File: src/rtl/pts_pkg.sv
// Shared types and constants for the priority/time-slice task scheduler.
package pts_pkg;

   localparam int TASK_SLOTS_DEFAULT    = 16;
   localparam int PROCESS_SLOTS_DEFAULT = 8;

   localparam int PRIO_W  = 8;
   localparam int TIMER_W = 16;

   localparam logic [PRIO_W-1:0] MIN_PRIORITY = 8'd5;
   localparam logic [PRIO_W-1:0] IDLE_SLICE   = 8'd20;

   typedef enum logic [1:0] {
      SLOT_FREE    = 2'd0,
      SLOT_READY   = 2'd1,
      SLOT_SLEEP   = 2'd2,
      SLOT_SUSPEND = 2'd3
   } slot_state_type;

   typedef enum logic [2:0] {
      CMD_TICK      = 3'd0,
      CMD_SCHEDULE  = 3'd1,
      CMD_WRITE     = 3'd2,
      CMD_KILL      = 3'd3,
      CMD_IRQ_ENTER = 3'd4,
      CMD_IRQ_EXIT  = 3'd5,
      CMD_START     = 3'd6,
      CMD_NOP       = 3'd7
   } cmd_type;

   typedef enum logic [2:0] {
      ST_IDLE,
      ST_TICK_SLICE,
      ST_TICK_SCAN,
      ST_THREAD,
      ST_PROC,
      ST_REFILL,
      ST_FINISH
   } seq_state_type;

   typedef struct packed {
      slot_state_type       state;
      logic [PRIO_W-1:0]    prio;
      logic [PRIO_W-1:0]    slice;
      logic [TIMER_W-1:0]   timer;
   } slot_entry_type;

   typedef struct packed {
      logic                 we_state;
      slot_state_type       state;
      logic                 we_prio;
      logic [PRIO_W-1:0]    prio;
      logic                 we_slice;
      logic [PRIO_W-1:0]    slice;
      logic                 we_timer;
      logic [TIMER_W-1:0]   timer;
   } slot_write_type;

   typedef struct packed {
      logic [TIMER_W-1:0]   dec;
      logic                 dec_zero;
      logic                 wins;
   } step_result_type;

endpackage

File: src/rtl/pts_slot_table.sv
// Task slot table: per-slot state, priority, slice and sleep timer.
module pts_slot_table #(
   parameter int TASK_SLOTS = pts_pkg::TASK_SLOTS_DEFAULT,
   parameter int IDX_W      = $clog2(TASK_SLOTS)
) (
   input  logic                   clock,
   input  logic                   reset,
   input  logic [IDX_W-1:0]       rd_addr,
   output pts_pkg::slot_entry_type rd_entry,
   input  logic [IDX_W-1:0]       wr_addr,
   input  pts_pkg::slot_write_type wr
);
   import pts_pkg::*;

   slot_state_type       state_ff [TASK_SLOTS];
   logic [PRIO_W-1:0]    prio_ff  [TASK_SLOTS];
   logic [PRIO_W-1:0]    slice_ff [TASK_SLOTS];
   logic [TIMER_W-1:0]   timer_ff [TASK_SLOTS];

   always_ff @(posedge clock) begin
      if (reset) begin
         for (int i = 0; i < TASK_SLOTS; i++) begin
            state_ff[i] <= (i == 0) ? SLOT_READY : SLOT_FREE;
            prio_ff[i]  <= (i == 0) ? IDLE_SLICE : '0;
            slice_ff[i] <= (i == 0) ? IDLE_SLICE : '0;
            timer_ff[i] <= '0;
         end
      end else begin
         if (wr.we_state) state_ff[wr_addr] <= wr.state;
         if (wr.we_prio)  prio_ff[wr_addr]  <= wr.prio;
         if (wr.we_slice) slice_ff[wr_addr] <= wr.slice;
         if (wr.we_timer) timer_ff[wr_addr] <= wr.timer;
      end
   end

   always_comb begin
      rd_entry.state = state_ff[rd_addr];
      rd_entry.prio  = prio_ff[rd_addr];
      rd_entry.slice = slice_ff[rd_addr];
      rd_entry.timer = timer_ff[rd_addr];
   end

endmodule

File: src/rtl/pts_step_unit.sv
// Shared step unit: decrement of one counter and best-so-far compare.
module pts_step_unit (
   input  logic [pts_pkg::TIMER_W-1:0] operand,
   input  logic                        best_valid,
   input  logic [pts_pkg::PRIO_W-1:0]  best,
   input  logic [pts_pkg::PRIO_W-1:0]  cand,
   output pts_pkg::step_result_type    result
);
   import pts_pkg::*;

   always_comb begin
      result.dec      = operand - 1'b1;
      result.dec_zero = (result.dec == '0);
      // an empty best (below zero) loses to any candidate
      result.wins     = !best_valid || (best < cand);
   end

endmodule

File: src/rtl/priority_timeslice_task_scheduler_core.sv
// Priority and time-slice task scheduler: sequencer, control registers and result stage.
//
// Usage: one command per request transaction on req_* (valid/ready), one result
// transaction on rsp_* for each. Commands: tick, schedule, write slot, kill,
// irq enter, irq exit, start, no-op.
// The block works on one request at a time; req_ready is high only while idle.
// Steps from the accepted request until rsp_valid is high:
//   commands that do not schedule, and suppressed schedules: finish only.
//   tick: one slice step, a walk of every slot, finish.
//   schedule, kill of the running slot, outermost irq exit: a thread walk, a
//   process walk if the thread walk finds no task, and if neither finds one a
//   refill walk over all slots followed by a second thread and process walk,
//   then finish. The shared step unit and the single slot-table read port set
//   the one-slot-per-cycle pace.
// req_ready rises together with rsp_valid, when the result is loaded into the
// output register, even while rsp_ready is low. A finished result waits in the
// sequencer until that register frees up, and the input stalls meanwhile.
// Reset (synchronous, active high) puts slot 0 ready with priority and slice
// 20, frees every other slot, and clears the running slot, irq depth, start.
module priority_timeslice_task_scheduler_core #(
   parameter int TASK_SLOTS    = pts_pkg::TASK_SLOTS_DEFAULT,
   parameter int PROCESS_SLOTS = pts_pkg::PROCESS_SLOTS_DEFAULT
) (
   input  logic        clock,
   input  logic        reset,
   input  logic        req_valid,
   output logic        req_ready,
   input  logic [2:0]  req_command,
   input  logic [3:0]  req_task_index,
   input  logic [1:0]  req_entry_state,
   input  logic [7:0]  req_entry_priority,
   input  logic [15:0] req_entry_timer,
   output logic        rsp_valid,
   input  logic        rsp_ready,
   output logic [3:0]  rsp_current_task,
   output logic        rsp_switched,
   output logic [4:0]  rsp_woken_count,
   output logic        rsp_accepted
);
   import pts_pkg::*;

   localparam int IDX_W       = $clog2(TASK_SLOTS);
   localparam int CNT_W       = $clog2(TASK_SLOTS + 1);
   localparam bit HAS_THREADS = (PROCESS_SLOTS < TASK_SLOTS);
   localparam int PROC_END    = HAS_THREADS ? PROCESS_SLOTS : TASK_SLOTS;
   localparam logic [IDX_W-1:0] FIRST_PTR = HAS_THREADS ? IDX_W'(PROCESS_SLOTS) : IDX_W'(1);
   localparam logic [IDX_W-1:0] LAST_SLOT = IDX_W'(TASK_SLOTS - 1);
   localparam logic [IDX_W-1:0] LAST_PROC = IDX_W'(PROC_END - 1);
   localparam seq_state_type    FIRST_SCAN = HAS_THREADS ? ST_THREAD : ST_PROC;

   seq_state_type      state_ff, state_in;
   logic [IDX_W-1:0]   ptr_ff, ptr_in;
   logic               best_valid_ff, best_valid_in;
   logic [PRIO_W-1:0]  best_ff, best_in;
   logic [IDX_W-1:0]   pick_ff, pick_in;
   logic               refilled_ff, refilled_in;
   logic [IDX_W-1:0]   running_ff, running_in;
   logic [7:0]         irq_depth_ff, irq_depth_in;
   logic               started_ff, started_in;
   logic [IDX_W-1:0]   before_ff, before_in;
   logic [CNT_W-1:0]   woken_ff, woken_in;
   logic               ok_ff, ok_in;

   logic               rsp_valid_ff, rsp_valid_in;
   logic [3:0]         rsp_task_ff, rsp_task_in;
   logic               rsp_switched_ff, rsp_switched_in;
   logic [4:0]         rsp_woken_ff, rsp_woken_in;
   logic               rsp_ok_ff, rsp_ok_in;

   cmd_type            cmd;
   logic               req_accept;
   logic               idx_in_range;
   logic [IDX_W-1:0]   req_slot;
   logic [7:0]         irq_dec;
   logic               sched_go;
   logic               out_free;

   logic [IDX_W-1:0]   rd_addr;
   slot_entry_type     rd_entry;
   logic [IDX_W-1:0]   wr_addr;
   slot_write_type     wr;

   logic [TIMER_W-1:0] operand;
   logic [PRIO_W-1:0]  cand;
   step_result_type    step;
   logic               scan_hit;
   logic               best_valid_next;
   logic [PRIO_W-1:0]  best_next;
   logic               best_positive;

   assign cmd          = cmd_type'(req_command);
   assign req_ready    = (state_ff == ST_IDLE);
   assign req_accept   = req_valid && req_ready;
   assign idx_in_range = (32'(req_task_index) < 32'(TASK_SLOTS));
   assign req_slot     = IDX_W'(req_task_index);
   assign irq_dec      = irq_depth_ff - 1'b1;
   assign out_free     = !rsp_valid_ff || rsp_ready;

   always_comb begin
      unique case (cmd)
         CMD_SCHEDULE: sched_go = started_ff && (irq_depth_ff == '0);
         CMD_KILL:     sched_go = idx_in_range && (req_slot != '0) &&
                                  (req_slot == running_ff) && started_ff &&
                                  (irq_depth_ff == '0);
         CMD_IRQ_EXIT: sched_go = started_ff && (irq_dec == '0);
         CMD_TICK, CMD_WRITE, CMD_IRQ_ENTER, CMD_START, CMD_NOP: sched_go = 1'b0;
         default:      sched_go = 1'b0;
      endcase
   end

   // shared unit operands
   assign rd_addr = (state_ff == ST_TICK_SLICE) ? running_ff : ptr_ff;
   assign operand = (state_ff == ST_TICK_SLICE) ? {8'b0, rd_entry.slice} : rd_entry.timer;
   assign cand    = (state_ff == ST_THREAD) ? rd_entry.prio : rd_entry.slice;

   pts_step_unit u_step (
      .operand    (operand),
      .best_valid (best_valid_ff),
      .best       (best_ff),
      .cand       (cand),
      .result     (step)
   );

   pts_slot_table #(
      .TASK_SLOTS (TASK_SLOTS),
      .IDX_W      (IDX_W)
   ) u_table (
      .clock    (clock),
      .reset    (reset),
      .rd_addr  (rd_addr),
      .rd_entry (rd_entry),
      .wr_addr  (wr_addr),
      .wr       (wr)
   );

   assign scan_hit        = (rd_entry.state == SLOT_READY) && step.wins;
   assign best_valid_next = best_valid_ff || scan_hit;
   assign best_next       = scan_hit ? cand : best_ff;
   assign best_positive   = best_valid_next && (best_next != '0);

   // next state
   always_comb begin
      state_in = state_ff;
      unique case (state_ff)
         ST_IDLE: begin
            if (req_accept) begin
               if (cmd == CMD_TICK) state_in = ST_TICK_SLICE;
               else if (sched_go)   state_in = FIRST_SCAN;
               else                 state_in = ST_FINISH;
            end
         end
         ST_TICK_SLICE: state_in = ST_TICK_SCAN;
         ST_TICK_SCAN: begin
            if (ptr_ff == LAST_SLOT) state_in = ST_FINISH;
         end
         ST_THREAD: begin
            if (ptr_ff == LAST_SLOT) state_in = best_positive ? ST_FINISH : ST_PROC;
         end
         ST_PROC: begin
            if (ptr_ff == LAST_PROC)
               state_in = (best_positive || refilled_ff) ? ST_FINISH : ST_REFILL;
         end
         ST_REFILL: begin
            if (ptr_ff == LAST_SLOT) state_in = FIRST_SCAN;
         end
         ST_FINISH: begin
            if (out_free) state_in = ST_IDLE;
         end
         default: state_in = ST_IDLE;
      endcase
   end

   // datapath and table control
   always_comb begin
      ptr_in          = ptr_ff;
      best_valid_in   = best_valid_ff;
      best_in         = best_ff;
      pick_in         = pick_ff;
      refilled_in     = refilled_ff;
      running_in      = running_ff;
      irq_depth_in    = irq_depth_ff;
      started_in      = started_ff;
      before_in       = before_ff;
      woken_in        = woken_ff;
      ok_in           = ok_ff;
      rsp_valid_in    = rsp_valid_ff && !rsp_ready;
      rsp_task_in     = rsp_task_ff;
      rsp_switched_in = rsp_switched_ff;
      rsp_woken_in    = rsp_woken_ff;
      rsp_ok_in       = rsp_ok_ff;
      wr_addr         = ptr_ff;
      wr              = '0;

      unique case (state_ff)
         ST_IDLE: begin
            if (req_accept) begin
               before_in     = running_ff;
               woken_in      = '0;
               ok_in         = 1'b1;
               best_valid_in = 1'b0;
               best_in       = '0;
               pick_in       = '0;
               refilled_in   = 1'b0;
               ptr_in        = (cmd == CMD_TICK) ? '0 : FIRST_PTR;
               wr_addr       = req_slot;
               unique case (cmd)
                  CMD_WRITE: begin
                     if (idx_in_range) begin
                        wr.we_state = 1'b1;
                        wr.state    = slot_state_type'(req_entry_state);
                        wr.we_prio  = 1'b1;
                        wr.prio     = (req_entry_priority < MIN_PRIORITY) ?
                                      MIN_PRIORITY : req_entry_priority;
                        wr.we_slice = 1'b1;
                        wr.slice    = wr.prio;
                        wr.we_timer = 1'b1;
                        wr.timer    = req_entry_timer;
                     end else begin
                        ok_in = 1'b0;
                     end
                  end
                  CMD_KILL: begin
                     if (idx_in_range && (req_slot != '0)) begin
                        wr.we_state = 1'b1;
                        wr.state    = SLOT_FREE;
                     end else begin
                        ok_in = 1'b0;
                     end
                  end
                  CMD_IRQ_ENTER: irq_depth_in = irq_depth_ff + 1'b1;
                  CMD_IRQ_EXIT:  irq_depth_in = irq_dec;
                  CMD_START:     started_in   = 1'b1;
                  CMD_TICK, CMD_SCHEDULE, CMD_NOP: ;
                  default: ;
               endcase
            end
         end
         ST_TICK_SLICE: begin
            wr_addr = running_ff;
            if (rd_entry.slice != '0) begin
               wr.we_slice = 1'b1;
               wr.slice    = step.dec[PRIO_W-1:0];
            end
         end
         ST_TICK_SCAN: begin
            if (rd_entry.state == SLOT_SLEEP) begin
               wr.we_timer = 1'b1;
               wr.timer    = step.dec;
               if (step.dec_zero) begin
                  wr.we_state = 1'b1;
                  wr.state    = SLOT_READY;
                  woken_in    = woken_ff + 1'b1;
               end
            end
            ptr_in = ptr_ff + 1'b1;
         end
         ST_THREAD, ST_PROC: begin
            best_valid_in = best_valid_next;
            best_in       = best_next;
            if (scan_hit) pick_in = ptr_ff;
            ptr_in = ptr_ff + 1'b1;
            if ((state_ff == ST_THREAD) && (ptr_ff == LAST_SLOT)) begin
               if (best_positive) running_in = pick_in;
               else               ptr_in     = IDX_W'(1);
            end
            if ((state_ff == ST_PROC) && (ptr_ff == LAST_PROC)) begin
               if (best_positive)    running_in = pick_in;
               else if (refilled_ff) running_in = '0;
               else                  ptr_in     = '0;
            end
         end
         ST_REFILL: begin
            if (rd_entry.state == SLOT_READY) begin
               wr.we_slice = 1'b1;
               wr.slice    = rd_entry.prio;
            end
            ptr_in = ptr_ff + 1'b1;
            if (ptr_ff == LAST_SLOT) begin
               refilled_in = 1'b1;
               ptr_in      = FIRST_PTR;
            end
         end
         ST_FINISH: begin
            if (out_free) begin
               rsp_valid_in    = 1'b1;
               rsp_task_in     = 4'(running_ff);
               rsp_switched_in = (running_ff != before_ff);
               rsp_woken_in    = 5'(woken_ff);
               rsp_ok_in       = ok_ff;
            end
         end
         default: ;
      endcase
   end

   always_ff @(posedge clock) begin
      if (reset) begin
         state_ff      <= ST_IDLE;
         running_ff    <= '0;
         irq_depth_ff  <= '0;
         started_ff    <= 1'b0;
         rsp_valid_ff  <= 1'b0;
         refilled_ff   <= 1'b0;
         best_valid_ff <= 1'b0;
      end else begin
         state_ff      <= state_in;
         running_ff    <= running_in;
         irq_depth_ff  <= irq_depth_in;
         started_ff    <= started_in;
         rsp_valid_ff  <= rsp_valid_in;
         refilled_ff   <= refilled_in;
         best_valid_ff <= best_valid_in;
      end
   end

   always_ff @(posedge clock) begin
      ptr_ff          <= ptr_in;
      best_ff         <= best_in;
      pick_ff         <= pick_in;
      before_ff       <= before_in;
      woken_ff        <= woken_in;
      ok_ff           <= ok_in;
      rsp_task_ff     <= rsp_task_in;
      rsp_switched_ff <= rsp_switched_in;
      rsp_woken_ff    <= rsp_woken_in;
      rsp_ok_ff       <= rsp_ok_in;
   end

   assign rsp_valid        = rsp_valid_ff;
   assign rsp_current_task = rsp_task_ff;
   assign rsp_switched     = rsp_switched_ff;
   assign rsp_woken_count  = rsp_woken_ff;
   assign rsp_accepted     = rsp_ok_ff;

   // running slot moves only at the end of a thread or process walk
   a_running_from_scan: assert property (@(posedge clock) disable iff (reset)
      (!$past(reset) && (running_ff != $past(running_ff))) |->
      ($past(state_ff) == ST_THREAD || $past(state_ff) == ST_PROC))
      else $error("running slot changed outside a schedule walk");

   // a new result is loaded only from the finish state
   a_rsp_from_finish: assert property (@(posedge clock) disable iff (reset)
      (!$past(reset) && $rose(rsp_valid_ff)) |-> ($past(state_ff) == ST_FINISH))
      else $error("result loaded outside the finish state");

   // the refill walk runs at most once per schedule
   a_single_refill: assert property (@(posedge clock) disable iff (reset)
      (state_ff == ST_REFILL) |-> !refilled_ff)
      else $error("second refill walk in one schedule");

   // the running slot stays inside the table
   a_running_in_range: assert property (@(posedge clock) disable iff (reset)
      (32'(running_ff) < 32'(TASK_SLOTS)))
      else $error("running slot outside the table");

endmodule
File: config.mk
export PLATFORM = sky130hd
export DESIGN_NAME = priority_timeslice_task_scheduler_core
export DESIGN_NICKNAME = d
export VERILOG_FILES = /design/src/rtl/pts_pkg.sv /design/src/rtl/pts_slot_table.sv /design/src/rtl/pts_step_unit.sv /design/src/rtl/priority_timeslice_task_scheduler_core.sv
export SDC_FILE = /design/constraint.sdc
export NUM_CORES = 1
export LEC_CHECK = 0
export BUFFER_PORTS_ARGS = -buffer_cell sky130_fd_sc_hd__buf_2
export CORE_ASPECT_RATIO = 1.75
export CORE_MARGIN = 3
export CORE_UTILIZATION = 60
export CTS_CLUSTER_DIAMETER = 50
export DETAILED_ROUTE_END_ITERATION = 8
export PLACE_DENSITY = 0.77
export SYNTH_ARGS = -nofsm -noshare
export SYNTH_HDL_FRONTEND = slang
export SYNTH_SLANG_ARGS = --single-unit
File: constraint.sdc
create_clock -name clock -period 6.7 [get_ports clock]
set_clock_uncertainty 0.05 [all_clocks]
set_input_delay 1.005 -clock clock [delete_from_list [all_inputs] [get_ports clock]]
set_output_delay 1.005 -clock clock [all_outputs]
set_load 0.005 [all_outputs]
Yosys cells after proc, flatten, opt, wreduce, memory -nomap -nowiden
Memory sizes are Yosys's and may differ from the RTL's.
Index checks and enable logic that the tools add are counted.
{"block": "totals", "reg_bits": 56, "inputBits": 37, "output_inout_bits": 13, "n_memories": 4, "ram_bits": 544, "wordCells": 190}
{"block": "op_classes", "muxes": 89, "reduce_logical": 46, "order_cmp": 2, "addsub": 5, "eq_ne": 27}
{"name": "u_table.timer_ff", "words": 16, "width": 16, "read_ports": 1, "rd_ports_with_merged_regs": 0, "write_ports": 16, "line": "pts_slot_table.sv:18", "source": "logic [TIMER_W-1:0] timer_ff [TASK_SLOTS];"}
{"name": "u_table.prio_ff", "words": 16, "width": 8, "read_ports": 1, "rd_ports_with_merged_regs": 0, "write_ports": 16, "line": "pts_slot_table.sv:16", "source": "logic [PRIO_W-1:0] prio_ff [TASK_SLOTS];"}
{"name": "u_table.slice_ff", "words": 16, "width": 8, "read_ports": 1, "rd_ports_with_merged_regs": 0, "write_ports": 16, "line": "pts_slot_table.sv:17", "source": "logic [PRIO_W-1:0] slice_ff [TASK_SLOTS];"}
{"name": "u_table.state_ff", "words": 16, "width": 2, "read_ports": 1, "rd_ports_with_merged_regs": 0, "write_ports": 16, "line": "pts_slot_table.sv:15", "source": "slot_state_type state_ff [TASK_SLOTS];"}
{"cell": "$mux W4", "count": 21}
{"cell": "$mux W8", "count": 6}
{"cell": "$mux W38", "count": 1}
{"cell": "$mux W35", "count": 1}
{"cell": "$pmux W17 S2", "count": 1}
{"cell": "$mux W3", "count": 11}
{"cell": "$mux W16", "count": 2}
{"cell": "$pmux W8 S2", "count": 2}
{"cell": "$mux W9", "count": 3}
{"cell": "$pmux W9 S3", "count": 1}
{"cell": "$mux W1", "count": 23}
{"cell": "$eq A3 B3 Y1 const B", "count": 7}
{"cell": "$pmux W3 S7", "count": 1}
{"cell": "$mux W17", "count": 1}
{"cell": "$logic_not A16 Y1", "count": 1}
{"cell": "$logic_not A8 Y1", "count": 2}
{"cell": "$pmux W4 S2", "count": 2}
{"cell": "$pmux W4 S4", "count": 1}
{"cell": "$reduce_bool A8 Y1", "count": 2}
{"cell": "$reduce_or A16 Y1", "count": 1}
{"cell": "$reduce_or A8 Y1", "count": 2}
{"cell": "$sub A16 B1 Y16 const B", "count": 1}
{"cell": "$mux W5", "count": 3}
{"cell": "$eq A3 B2 Y1 const B", "count": 4}
{"cell": "32 further kinds", "count": 69}

Longest topological paths before layout
Gate-level depths: netlist of run 1.
An unclocked memory read counts as a cell.
{"block": "logic_depth", "depth_word": 16, "ltp_mapped": 30, "depth_no_buf": 21}

Cells and area by module
Synthesis of run 1 repeated with hierarchy kept, for this count alone.
{"block": "hier_totals", "cells_unflattened": 2117, "hier_area_um2": 29296.8}
{"module": "pts_slot_table", "instances": 1, "cells_each": 1586, "area_per_inst_um2": 24847.6, "seq_area_each_um2": 16335.7}
{"module": "priority_timeslice_task_scheduler_core", "instances": 1, "cells_each": 456, "area_per_inst_um2": 3922.5, "seq_area_each_um2": 1491.4}
{"module": "pts_step_unit", "instances": 1, "cells_each": 75, "area_per_inst_um2": 526.8, "seq_area_each_um2": 0.0}

Worst setup path before layout of run 1
OpenSTA, ideal clock, no wires.
{"block": "synth_timing", "kind": "flip-flop to flip-flop", "start": "register state_ff[1]", "end": "register best_ff[3], data pin", "path_buffers": 10, "setup_slack_ns": 1.726, "path_stages_with_launch": 28, "arrival_time_ns": 4.784, "setup_time_ns": 0.140, "required_time_ns": 6.510, "period_less_slack_ns": 4.974, "path_cell_list": "dfxtp_1 buf_6 or3b_1 buf_2 buf_6 a21o_4 buf_6 buf_6 buf_6 buf_4 buf_2 a211oi_1 a311oi_1 a31oi_1 nand3_1 o211ai_1 ha_1 a21oi_1 nor2b_1 o21ai_0 o21ai_0 nor2_1 o211a_1 o31a_1 clkbuf_1 buf_1 mux2_2 nor2_1"}
{"block": "synth_via", "elab_chain_len": 9, "word_cells_on_any_way": 16, "cone_classes": "order compare (1); eq/ne (4); mux (4); reduce/logical (4); memory (3)"}
{"element": "start, declared", "line": "priority_timeslice_task_scheduler_core.sv:51", "source": "seq_state_type state_ff, state_in;"}
{"element": "start signal, assigned", "line": "priority_timeslice_task_scheduler_core.sv:306", "source": "state_ff <= state_in;"}
{"element": "$eq A3 B1 Y1", "line": "priority_timeslice_task_scheduler_core.sv:112", "source": "assign rd_addr = (state_ff == ST_TICK_SLICE) ? running_ff : ptr_ff;"}
{"element": "$mux W4", "line": "priority_timeslice_task_scheduler_core.sv:112"}
{"element": "$mem_v2 Z16 W8 (on tied branches)"}
{"element": "$mux W8", "line": "priority_timeslice_task_scheduler_core.sv:114", "source": "assign cand = (state_ff == ST_THREAD) ? rd_entry.prio : rd_entry.slice;"}
{"element": "$lt A8 B8 Y1", "line": "pts_step_unit.sv:15", "source": "result.wins = !best_valid || (best < cand);"}
{"element": "$logic_or A1 B1 Y1", "line": "pts_step_unit.sv:15"}
{"element": "$logic_and A1 B1 Y1", "line": "priority_timeslice_task_scheduler_core.sv:136", "source": "assign scan_hit = (rd_entry.state == SLOT_READY) && step.wins;"}
{"element": "$mux W8", "line": "priority_timeslice_task_scheduler_core.sv:138", "source": "assign best_next = scan_hit ? cand : best_ff;"}
{"element": "$pmux W8 S2 (*)", "line": "priority_timeslice_task_scheduler_core.sv:194", "source": "unique case (state_ff)"}
{"element": "end signal, assigned", "line": "priority_timeslice_task_scheduler_core.sv:318", "source": "best_ff <= best_in;"}
{"element": "end, declared", "line": "priority_timeslice_task_scheduler_core.sv:54", "source": "logic [PRIO_W-1:0] best_ff, best_in;"}
Mark *: on every way between the ends. The rest lies on a longest branch, timed or not.
A chain may end at the register's enable or synchronous reset.

==> results of run 1 <==
worst max-delay path by stage:
stage / start / endpoint
finish: state_ff[0] / u_table.state_ff[12][1]
global route: state_ff[0] / running_ff[2]
CTS: state_ff[0] / u_table.state_ff[12][1]
detailed placement: state_ff[0] / u_table.state_ff[12][1]
global placement: state_ff[0] / u_table.state_ff[0][1]
floorplan: state_ff[1] / best_ff[3]
flip-flops by register name (all words and copies together), names as in the netlist, 3 cells and up:
name / count
before_ff: 4
best_ff: 8
irq_depth_ff: 8
pick_ff: 4
ptr_ff: 4
rsp_current_task: 4
rsp_woken_count: 5
running_ff: 4
state_ff: 3
u_table.prio_ff: 128
u_table.slice_ff: 128
u_table.state_ff: 32
u_table.timer_ff: 256
woken_ff: 5
cells in the final DEF (no fill, tap or decap), types with 11 or more instances in the layout:
cell type  netlist  final
nand3_1        107    107
nand2b_1        74     74
clkinv_1         3     13
mux2i_1        124    124
or2_2           11     11
a21oi_1         67     66
buf_4           19    104
a2111oi_0       19     18
nor2b_1         14     14
nand4_1         20     20
a31oi_1         17     17
edfxtp_1       581    581
o21a_1          19     19
nand2_1        407    407
dfxtp_1         19     19
ha_1            15     15
a22oi_1         27     27
nor2_1         557    556
nor3_1          30     30
xnor2_1         18     18
xor2_1          14     14
o21ai_0         32     32
inv_1           41     41
a211oi_1        26     26
a32oi_1         49     49
nor2_2          17     18
a221oi_1        13     11
clkbuf_16        0     55
buf_2           48     49
and3_1          91     91
final cells by class:
class / instances / share of cell area
Antenna cell: 7 / 0.000537
Clock buffer: 64 / 0.0432
Clock inverter: 38 / 0.0140
Inverter: 44 / 0.00506
Multi-Input combinational cell: 1919 / 0.331
Sequential cell: 600 / 0.546
Tap cell: 654 / 0.0251
Timing Repair Buffer: 158 / 0.0345
cells by family (layout without fill, tap and decap cells):
kind of cell,after synthesis,count (layout),synth area share
AO/OA/AOI/OAI,365,365,0.0929
XOR/XNOR,32,32,0.00943
adder cells (fa/ha/maj),15,15,0.00631
buffers and inverters,252,304,0.0395
flip-flops,600,600,0.600
multiplexers,136,136,0.0483
other,0,7,0
AND/OR/NAND/NOR,1371,1371,0.204
power by group:
group	switching (W)	leakage (nW)	internal, W
clock network	0.00142	0.903	0.00187
logic	0.00406	4.75	0.00166
registers	0.000142	6.09	0.00438
total	0.00562	11.7	0.00790
stage by stage:
| stage | power, W | setup WS (ns) | hold WS (ns) |
|---|---|---|---|
| 6_report | 0.0135 | 0.526 | 0.376 |
| 5_1_grt | 0.0139 | 0.255 | 0.383 |
| 4_1_cts | 0.0132 | 0.572 | 0.376 |
| 3_5_place_dp | 0.0100 | 0.629 | 0.361 |
| 3_3_place_gp | 0.00992 | 0.781 | 0.361 |
| 2_1_floorplan | 0.00801 | 1.73 | 0.350 |
per-layer routing:
metal	track usage	up-vias
met5	0	-
met4	0.346	0
met3	0.0690	560
met2	0.622	1740
met1	0.413	11400
li1	-	9989
worst reg2reg max path: cells and delay by family, from the launching register on:
kind,cells,cell delay (ns)
AO/OA/AOI/OAI,6,2.18
AND/OR/NAND/NOR,9,2.13
buffers and inverters,3,0.77
flip-flops,1,0.32
adder cells (fa/ha/maj),1,0.22
XOR/XNOR,1,0.20
cell usage after synthesis (11+ instances only):
cell type / n / area (um^2)
a2111oi_0: 19 / 166
a211oi_1: 26 / 195
a21oi_1: 67 / 335
a221oi_1: 13 / 114
a22oi_1: 27 / 203
a31oi_1: 17 / 106
a32oi_1: 49 / 429
and3_1: 91 / 569
buf_2: 48 / 240
buf_4: 19 / 143
buf_6: 13 / 146
clkbuf_1: 121 / 454
dfxtp_1: 19 / 380
edfxtp_1: 581 / 17400
ha_1: 15 / 188
inv_1: 41 / 154
mux2i_1: 124 / 1240
nand2_1: 407 / 1530
nand2b_1: 74 / 463
nand3_1: 107 / 536
nand4_1: 20 / 125
nor2_1: 557 / 2090
nor2_2: 17 / 106
nor2b_1: 14 / 87.6
nor3_1: 30 / 150
o21a_1: 19 / 143
o21ai_0: 32 / 160
or2_2: 11 / 68.8
xnor2_1: 18 / 158
xor2_1: 14 / 123
==> flow_metrics.tcl, run 1 <==
set metrics [dict create \
    min-delay-path-class "register to register" \
    core_um2 48900 \
    final_util 0.668 \
    crit_required_ns 6.95 \
    ys_warn_count 0 \
    route.detailed.drc 0 \
    synth.cell_area_um2 29700 \
    grt_pass1_wl_mm 146 \
    reg2reg_slack_ns 0.53 \
    wl_met2_mm 47.7 \
    ir_drop_mv 0.378 \
    antenna_found_initial 5 \
    power.leakage_nw 11.7 \
    hold_end "rsp_accepted" \
    first_iter_violations 3329 \
    crit_type "register to register" \
    slew_violations 0 \
    synth-seq-cells 600 \
    end_kind "register" \
    syn-num-nets 2823 \
    netlist_instances 2771 \
    cp_num_buf_inv 3 \
    yosys.cell_types.count 90 \
    grt_max_degree 99 \
    maxCapViolCount 0 \
    grt_usage 0.378 \
    cts_tree "done" \
    top_layer "met4" \
    viasPerCell 6.79 \
    critical_path_arrival_ns 6.42 \
    hold_start "ok_ff" \
    clk_pin_slew_worst_paths_ns 0.07 \
    fp.dieW_um 174 \
    finalCriticalPeriod_ns 6.17 \
    grt_setup_unrepaired "no" \
    hpwl_mm 69.7 \
    final_cells 3484 \
    path_depth 20 \
    maxSlewHeadroom 0.164 \
    cp-start-kind "register" \
    yosys_most_used_dff "edfxtp_1" \
    drive_gt1_frac 0.110 \
    dpl_cell_area_um2 30700 \
    first_global_vias 22800 \
    ioPinCount 50 \
    status "completed" \
    cts_sinks 600 \
    row_count 107 \
    io_buffers 49 \
    wl_met3_mm 9.80 \
    dr.pass1.iters 7 \
    p_per_area_nw_per_um2 414 \
    fillers 3710 \
    routed_wl_mm 100 \
    post_cts_resize_count 0 \
    reg2reg_from "state_ff[0]" \
    die_y_um 300 \
    ys_seq_area_frac 0.600 \
    postCtsSetupBuffers 0 \
    r2r_cells 20 \
    critPathMaxFanout 48 \
    worstPathCellList "or3b_1 > buf_4 > a21o_4 > buf_12 > nand2_1 > and3_1 > a2111oi_0 > nor3_1 > nor2_1 > a21oi_1 > ha_1 > inv_1 > a31oi_1 > and4_1 > and4bb_1 > xor2_1 > nand4_1 > nor2_1 > a41o_1 > o21a_1" \
    finalHoldViolCount 0 \
    clk_root_buffer_cell "clkbuf_16" \
    cts_buffers 54 \
    dieArea_um2 52400 \
    worstReg2RegEnd "u_table.state_ff[12][1]" \
    fin_tns_setup_ns 0 \
    gp_congestion 1.09 \
    post-route-period-util 0.922 \
    cpMaxStageDelayCell "a2111oi_0" \
    wl_met1_mm 30.7 \
    clockBufferDepth 3 \
    htree_levels 2 \
    max_freq_mhz 162 \
    insertion_delay_ns 0.62 \
    postCtsHoldBufs 0 \
    crit_top_cell "nor2_1" \
    vias 23700 \
    fin_nets 2829 \
    synth-edff-count 581 \
    seqCellArea_um2 17800 \
    worstMarginPinSlew_ns 1.25 \
    max_stage_delay_ns 0.67 \
    multi_input_comb_area_um2 10800 \
    final_cell_area_um2 32600 \
    syn_area_per_cell_um2 10.7 \
    finalSetupViolations 0 \
    antenna_left 0 \
    hold_depth 0 \
    grt_overflow 0 \
    crit_family "compound AO/OA/AOI/OAI gates" \
    dp_cells 3375 \
    async_flop_share 0 \
    start_util 0.608 \
    syn2layout_area_growth_pct 9.77 \
    post_drt_wl_per_cell_um 28.8 \
]
Power figures use the tool's default switching activity.
==> run 2, diff against run 1 <==
- CORE_ASPECT_RATIO: 1.75 -> default
==> run 2 against run 1 <==
Effect of this change: critical path depth increased by 2; first-iteration DRC count increased by 21%; clock power about the same; count of clock-buffer cells in the layout increased by 15; cell area decreased by 0.24%; global-route usage decreased by 2.7 points.
==> flow_metrics.tcl, run 2 (synthesized netlist as in run 1, its figures left out) <==
set metrics [dict create \
    status "completed" \
    maxSlewHeadroom 0.228 \
    fillers 3626 \
    antenna_left 0 \
    reg2reg_from "state_ff[0]" \
    die_y_um 229 \
    route.detailed.drc 0 \
    crit_type "register to register" \
    seqCellArea_um2 17800 \
    syn2layout_area_growth_pct 9.51 \
    cts_buffers 61 \
    p_per_area_nw_per_um2 408 \
    dieArea_um2 52300 \
    crit_top_cell "a21oi_1" \
    ir_drop_mv 0.335 \
    largest_reg_flops 256 \
    p_sw_w 0.00549 \
    hpwl_mm 61.7 \
    viasPerCell 6.69 \
    clk_pin_slew_worst_paths_ns 0.06 \
    dr.pass1.iters 7 \
    finalSetupViolations 0 \
    start_util 0.615 \
    final_common_cell "edfxtp_1" \
    critical_path_arrival_ns 6.58 \
    cpMaxStageDelayCell "nor2_1" \
    hold_start "ok_ff" \
    crit_required_ns 7.21 \
    top_regs "u_table.timer_ff (256), u_table.prio_ff (128), u_table.slice_ff (128)" \
    postCtsSetupBuffers 0 \
    fp.dieW_um 229 \
    grt_setup_unrepaired "no" \
    first_global_vias 22700 \
    post_drt_wl_per_cell_um 26.7 \
    power.internal_w 0.00779 \
    antenna_found_initial 0 \
    gp_congestion 1.01 \
    comb_power_share 0.415 \
    cts_tree "done" \
    final_cells 3480 \
    crit_family "compound AO/OA/AOI/OAI gates" \
    worstMarginPinSlew_ns 1.16 \
    dp_cells 3368 \
    dpl_cell_area_um2 30700 \
    routed_wl_mm 92.8 \
    finalCriticalPeriod_ns 6.07 \
    fin_nets 2827 \
    clockBufferDepth 3 \
    grt_usage 0.351 \
    post-route-period-util 0.907 \
    top_register "u_table.timer_ff" \
    fin_tns_setup_ns 0 \
    final_util 0.673 \
    final_cell_area_um2 32600 \
    core_um2 48300 \
    cts_sinks 600 \
    power.clock.fraction 0.246 \
    ioPinCount 50 \
    grt_pass1_wl_mm 139 \
    clk_root_buffer_cell "clkbuf_16" \
    power.leakage_nw 11.7 \
    reg2reg_slack_ns 0.63 \
    insertion_delay_ns 0.65 \
    htree_levels 2 \
    postCtsHoldBufs 0 \
    critPathCapture "running_ff[1]" \
    multi_input_comb_area_um2 10800 \
    final_cell_mix "edfxtp_1 (581), nor2_1 (556), nand2_1 (407), mux2i_1 (124), nand3_1 (107)" \
    r2r_cells 22 \
    post_cts_resize_count 0 \
    cp-start-kind "register" \
    vias 23300 \
    cp_num_buf_inv 3 \
    min-delay-path-class "register to register" \
    critPathMaxFanout 73 \
    drive_gt1_frac 0.106 \
    end_kind "register" \
    maxCapViolCount 0 \
    row_count 80 \
    finalHoldViolCount 0 \
    path_depth 22 \
    slew_violations 0 \
    worstReg2RegEnd "running_ff[1]" \
    max_stage_delay_ns 0.88 \
    worstPathCellList "buf_4 > nor4bb_4 > buf_4 > a21oi_4 > buf_12 > nor2_1 > a32oi_1 > a21oi_1 > a21oi_1 > o211ai_1 > ha_1 > a21oi_1 > nor2b_1 > o21ai_0 > o21ai_0 > nor2_1 > o211a_1 > o31a_1 > o41a_1 > a21oi_2 > nor3_2 > mux2i_1" \
    max_freq_mhz 165 \
    seqPwrFrac 0.339 \
    first_iter_violations 4041 \
    grt_max_degree 99 \
    io_buffers 49 \
    swShare 0.414 \
    cp-startpoint "state_ff[0]" \
    grt_overflow 0 \
]
## run 2: cell types whose count changed in the layout (fill, tap and decap cells not counted), moves of 2 or more
cell / before / now
clkbuf_16: 55 / 61
buf_4: 104 / 97
buf_12: 5 / 3
bufinv_16: 9 / 3
clkbuf_1: 9 / 17
diode_2: 7 / 1
clkinv_2: 9 / 7
clkinvlp_4: 4 / 1
clkinv_1: 13 / 16
## run 2: cell type report
cell class                 count  share of cell area
sequential                   600               0.548
multi-input combinational   1919               0.332
clock buffer                  79              0.0493
timing repair buffer         149              0.0317
tap                          656              0.0252
clock inverter                32             0.00895
inverter                      44             0.00507
antenna                        1           0.0000769
## run 2: routing by layer
metal	global-route usage	share of wire	vias up
li1	-	-	9995
met1	0.474	0.36	11100
met2	0.532	0.45	1820
met3	0.0895	0.14	371
met4	0.179	0.060	0
met5	0	0	-
## run 2: worst min-delay path by stage
stage                   end  slack (ns)  depth (start not counted)
2_1_floorplan  rsp_accepted        0.35                          0
3_3_place_gp   rsp_accepted        0.36                          0
3_5_place_dp   rsp_accepted        0.37                          0
4_1_cts        rsp_accepted        0.38                          0
5_1_grt        rsp_accepted        0.40                          0
6_report       rsp_accepted        0.38                          0
## run 2: stage by stage
stage	total power, W	setup slack, ns	hold slack, ns
4_1_cts	0.0131	0.879	0.381
2_1_floorplan	0.00801	1.73	0.350
5_1_grt	0.0137	0.415	0.401
3_3_place_gp	0.00975	1.01	0.360
6_report	0.0133	0.626	0.379
3_5_place_dp	0.00984	0.915	0.369
## run 2: power by group through the flow
stage	registers (W)	logic (W)	clock network, W
6_report	0.00450	0.00551	0.00327
5_1_grt	0.00452	0.00574	0.00345
4_1_cts	0.00450	0.00529	0.00328
3_5_place_dp	0.00457	0.00527	0
3_3_place_gp	0.00456	0.00518	0
2_1_floorplan	0.00452	0.00349	0
